`src/design/fa_ram.sv`:
```
module fa_ram #(
    parameter int WIDTH = 8,
    parameter int DEPTH = 16
) (
    input  logic                     clk,
    input  logic                     we,
    input  logic [$clog2(DEPTH)-1:0] waddr,
    input  logic [WIDTH-1:0]         wdata,
    input  logic [$clog2(DEPTH)-1:0] raddr,
    output logic [WIDTH-1:0]         rdata
);
    logic [WIDTH-1:0] mem [DEPTH];

    always_ff @(posedge clk)
    begin
        if (we)
        begin
            mem[waddr] <= wdata;
        end
        rdata <= mem[raddr];
    end
endmodule

```
`config.mk`:
```
export PLATFORM = sky130hd
export DESIGN_NAME = fa_ram
export DESIGN_NICKNAME = d
export VERILOG_FILES = /design/src/design/fa_ram.sv
export SDC_FILE = /design/constraint.sdc
export NUM_CORES = 1
export LEC_CHECK = 0
export BUFFER_PORTS_ARGS = -buffer_cell sky130_fd_sc_hd__buf_2
export CORE_MARGIN = 5
export CORE_UTILIZATION = 50
export CTS_CLUSTER_DIAMETER = 60
export DETAILED_ROUTE_END_ITERATION = 8
export PLACE_DENSITY = 0.7
export SLEW_MARGIN = 0
export SYNTH_ARGS = -nofsm -noshare
export SYNTH_HDL_FRONTEND = slang
export SYNTH_SLANG_ARGS = --single-unit
```
`constraint.sdc`:
```
create_clock -name clk -period 2.2 [get_ports clk]
set_input_delay 0 -clock clk [delete_from_list [all_inputs] [get_ports clk]]
set_output_delay 0 -clock clk [all_outputs]
set_load 0.03 [all_outputs]
```
==> run summary, run 1 <==
class of the tightest hold or removal check = in2reg
wire length of the first global-routing pass = 15.3 mm
power per cell area = 969 nW/um2
standard-cell rows = 37
H-tree levels = 4
endpoint type of the worst setup path = flip-flop
final worst-path setup slack = 0.856 ns
Pre-antenna DRT Iters = 4
end-of-flow core utilization = 0.607
synthesis warning total = 0
transition time at the pin with the least slew margin = 0.804 ns
CTS Buf Count = 17
post-layout instance count excluding filler cells = 437
Total Wirelength = 10.0 mm
count of nets after finishing = 306
number of setup violations in the final report = 0
final hold violation count = 0
Filler Cell Count = 725
count of cell types in the netlist = 19
Slew HR = 0.462
RSZ-0062 raised after global routing = false
clk buf depth = 2
overall die area = 12400 um2
aggregate negative setup slack = 0 ns
worst reg2reg path startpoint = mem[3][6]$_DFFE_PP_
startpoint-to-endpoint class of the critical path = reg2reg
die outline width = 111 um
root cell of the clock tree = clkbuf_8
initial standard-cell utilization of the core = 0.505
most common cell after layout, fill and taps aside = edfxtp_1
portion of the post-synthesis area used by sequential elements = 0.778
via density per instance = 5.73
crit share post-route = 0.611
Max Fanout on Critical Path = 1
Wirelength per Cell = 22.9 um
Vias = 2504
Remaining DRCs = 0
GRT Overall Usage = 0.174
post-place instance area = 5510 um2
die extent in y = 111 um
area of the core = 10200 um2
Achievable Freq = 744 MHz
post-synthesis instance total = 229
max-cap violation count = 0
Final Critical Period = 1.34 ns
startpoint of the most critical hold path = waddr[0]
max-slew violation count = 0
total global routing overflow = 0
final design area excluding fillers = 6180 um2
Setup crit start = mem[3][6]$_DFFE_PP_
routability congestion estimate from global placement = 0.734
initial antenna violation count = 0
leakage power total = 2.10 nW
DRT iter0 DRCs = 191
remaining antenna violation count after routing = 0
DP Wirelength = 6.08 mm
# IOs = 26
result of the run = complete, no violations
Clock transition at path regs = 0.06 ns
placement-stage worst setup slack = 0.640 ns
average size of a mapped cell = 22.5 um2
highest-count cells in the layout ignoring fill and taps = edfxtp_1, buf_2, mux4_2
diode count = 0
later-pin clock latency in the skew report = 0.51 ns
largest net degree at the start of global routing = 33
Worst EP arrival = 1.73 ns
dpl cells = 397
required time worst endpoint = 2.58 ns
post-synthesis instance area = 5150 um2
number of setup buffers added after CTS = 0
I/O Buffers = 25
number of clock sinks = 136
synth-to-layout area growth = 20.0%
Post-Route Hold Slack = 0.0541 ns
maximum vdd drop = 0.000448 V
vias in the first global route = 2548
Final Power = 5.99 mW
flops & latches, synth = 136
kind of start point of the critical path = flip-flop
clock tree skew after final layout = 0.00765 ns
net count after synthesis = 247
share of final-layout standard cells stronger than drive strength 1 = 0.302
TritonCTS clock tree = built
area by class of cell:
class	count	area, um2	area share
Clock inverter	12	153	0.0247
Clock buffer	20	435	0.0705
Timing Repair Buffer	50	358	0.0579
Sequential cell	136	4000	0.648
Multi-Input combinational cell	83	1060	0.171
Tap cell	136	170	0.0275
report_power, final:
group | switching, mW | internal [mW] | leakage, nW
Clock | 1.02 | 1.75 | 0.277
Combinational | 0.182 | 0.124 | 0.603
Sequential | 0.0158 | 2.90 | 1.22
flip-flops by register name, indices dropped and copies added, names as in the netlist:
register,flops
rdata,8
mem,128
Yosys cell counts:
master / count / area share
edfxtp_1: 128 / 0.75
mux4_2: 18 / 0.079
a22oi_1: 16 / 0.023
mux4_1: 14 / 0.071
nor2_1: 13 / 0.0095
nand2_1: 9 / 0.0066
dfxtp_1: 8 / 0.031
nor3_1: 4 / 0.0039
buf_2: 3 / 0.0029
buf_6: 3 / 0.0066
clkdlybuf4s25_2: 3 / 0.0058
nand2b_1: 2 / 0.0024
nand3b_1: 2 / 0.0029
and2_1: 1 / 0.0012
and2b_1: 1 / 0.0015
buf_4: 1 / 0.0015
nand3_1: 1 / 0.00097
nor2b_1: 1 / 0.0012
or3b_2: 1 / 0.0017
metal layers:
metal / wire length, um / up-vias / track usage
met3: 688 / 13 / 0.0446
li1: - / 1087 / -
met2: 5070 / 107 / 0.277
met5: 0 / - / 0
met4: 158 / 0 / 0.0673
met1: 4110 / 1297 / 0.234
path summary, 6_finish.rpt:
check / endpoint / slack (ns) / cells after the start
worst max-delay path: rdata[6]$_DFF_P_ / 0.86 / 3
worst min-delay path: mem[8][5]$_DFFE_PP_ / 0.05 / 3
worst max register to register: rdata[6]$_DFF_P_ / 0.86 / 3
worst min register to register: rdata[1]$_DFF_P_ / 0.67 / 3
logic make-up after synthesis:
family	synth area share
multiplexers	0.150
buffers and inverters	0.0168
flip-flops	0.778
AND/OR/NAND/NOR	0.0318
AO/OA/AOI/OAI	0.0233
worst max-delay path: stages, from the launching register on:
cell	delay, ns
edfxtp_1	0.37
mux4_2	0.47
a22oi_1	0.27
nand2_1	0.11
repair_timing:
action	4_1_cts	5_1_grt
endpoints found under the hold margin	128	0
resized for setup	0	0
hold buffers	8	0
Power figures use the tool's default switching activity.
==> run 2: changes to the inputs <==
- clock period: 2.2 -> 1.3 ns (I/O delays scaled with it)
==> run summary, run 2 (synthesis results as in run 1) <==
DRT iter0 DRCs = 194
GR met2 Demand/Resource = 0.260
TritonCTS clock tree = built
most common cell after layout, fill and taps aside = edfxtp_1
transition time at the pin with the least slew margin = 0.891 ns
Final Critical Period = 1.31 ns
diode count = 0
Achievable Freq = 762 MHz
routability congestion estimate from global placement = 0.750
fraction of met3 tracks used by global routing = 0.0587
grt peak-use layer = met2
synth-to-layout area growth = 21.9%
root cell of the clock tree = clkbuf_8
count of nets after finishing = 311
share of final-layout standard cells stronger than drive strength 1 = 0.366
power per cell area = 1650 nW/um2
GRT Overall Usage = 0.164
aggregate negative setup slack = -0.0148 ns
Filler Cell Count = 731
class of the tightest hold or removal check = in2reg
startpoint-to-endpoint class of the critical path = reg2reg
flip-flop count of the largest register after layout = 128
H-tree levels = 4
total global routing overflow = 0
Vias = 2461
global routing met1 resource utilization = 0.212
Worst EP arrival = 1.71 ns
final hold violation count = 0
standard-cell rows = 37
# IOs = 26
DP Wirelength = 6.06 mm
required time worst endpoint = 1.70 ns
final worst-path setup slack = -0.0119 ns
Final Power = 10.4 mW
overall die area = 12400 um2
largest net degree at the start of global routing = 23
I/O Buffers = 25
highest-count cells in the layout ignoring fill and taps = edfxtp_1, buf_2, mux4_2
Slew HR = 0.404
clock tree skew after final layout = 0.00458 ns
remaining antenna violation count after routing = 0
Total Wirelength = 9.61 mm
initial standard-cell utilization of the core = 0.505
result of the run = complete, but fails checks
number of setup violations in the final report = 3
die outline width = 111 um
later-pin clock latency in the skew report = 0.51 ns
crit-path max cell delay = 0.50 ns
max-slew violation count = 0
maximum vdd drop = 0.000719 V
via density per instance = 5.57
Clock transition at path regs = 0.06 ns
leakage power total = 2.13 nW
crit share post-route = 1.01
CTS Buf Count = 17
initial antenna violation count = 1
kind of start point of the critical path = flip-flop
area of the core = 10200 um2
slowest stage cell, crit path = mux4_2
largest registers = mem: 128 flops, rdata: 8 flops
endpoint type of the worst setup path = flip-flop
vias in the first global route = 2563
die extent in y = 111 um
cells along the critical path = mux4_2 -> a22oi_2 -> nand2_1
RSZ-0062 raised after global routing = true
number of clock sinks = 136
register name with the most flops = mem
number of setup buffers added after CTS = 0
Remaining DRCs = 0
wire length of the first global-routing pass = 14.8 mm
violations in the final reports = setup timing
Wirelength per Cell = 21.7 um
Pre-antenna DRT Iters = 4
clk buf depth = 2
max-cap violation count = 0
Max Fanout on Critical Path = 1
run 2: cell types whose count changed in the layout (fill, tap and decap cells not counted), moves of 2 or more:
| cell | change |
|---|---|
| clkinvlp_4 | -2 |
| a22oi_2 | +7 |
| clkbuf_1 | -2 |
| buf_4 | +4 |
| a22oi_1 | -7 |
| clkinv_4 | +3 |
| mux4_1 | -6 |
| mux4_2 | +6 |
run 2: path summary, 6_finish.rpt:
kind / cells past startpoint / start / slack (ns) / endpoint
worst max register to register: 3 / mem[3][1]$_DFFE_PP_ / -0.01 / rdata[1]$_DFF_P_
worst max-delay path: 3 / mem[3][1]$_DFFE_PP_ / -0.01 / rdata[1]$_DFF_P_
worst min register to register: 3 / mem[14][4]$_DFFE_PP_ / 0.66 / rdata[4]$_DFF_P_
worst min-delay path: 3 / waddr[0] / 0.07 / mem[0][1]$_DFFE_PP_
run 2: where the power goes:
| group | leakage [nW] | switching (mW) | internal, mW | total, mW |
|---|---|---|---|---|
| clock network | 0.298 | 1.76 | 3.12 | 4.88 |
| logic | 0.612 | 0.320 | 0.231 | 0.551 |
| registers | 1.22 | 0.0283 | 4.90 | 4.93 |
| total | 2.13 | 2.11 | 8.25 | 10.4 |
run 2: worst max-delay path: cells and delay by family, from the launching register on:
kind               cells  cell delay, ns
DFF                    1            0.37
and+or+nand+nor        1            0.08
AOI/OAI and AO/OA      1            0.25
muxes                  1            0.50
run 2: repair_timing:
| action | 4_1_cts | 5_1_grt |
|---|---|---|
| cloned | 0 | 0 |
| hold endpoints to repair | 128 | 0 |
| endpoints found under the setup margin | 5 | 8 |
| resized for setup | 7 | 6 |
| pin swaps | 4 | 3 |
| hold buffers | 8 | 0 |
run 2: stage by stage:
step	area (um2)	setup WS (ns)	hold slack, ns	utilization	std cells
2_1_floorplan	5150	0.0339	0.0989	-	229
3_3_place_gp	5560	-0.141	0.384	0.546	402
3_5_place_dp	5560	-0.116	0.397	0.546	402
4_1_cts	6280	0.00467	0.0400	0.616	442
5_1_grt	6270	-0.0430	0.0649	0.616	442
6_report	6270	-0.0119	0.0681	0.616	442
run 2: area by class of cell:
class	instances	area (um2)	share of cell area
clock inverter	15	203	0.0323
multi-input combinational	83	1070	0.171
timing repair buffer	55	408	0.0650
tap	136	170	0.0271
sequential	136	4000	0.638
clock buffer	17	414	0.0660
run 2: routing by layer:
layer  wire (um)  vias up
met1        4070     1267
met2        4840       82
met5          13        -
met4         171        2
met3         506       15
li1            -     1095
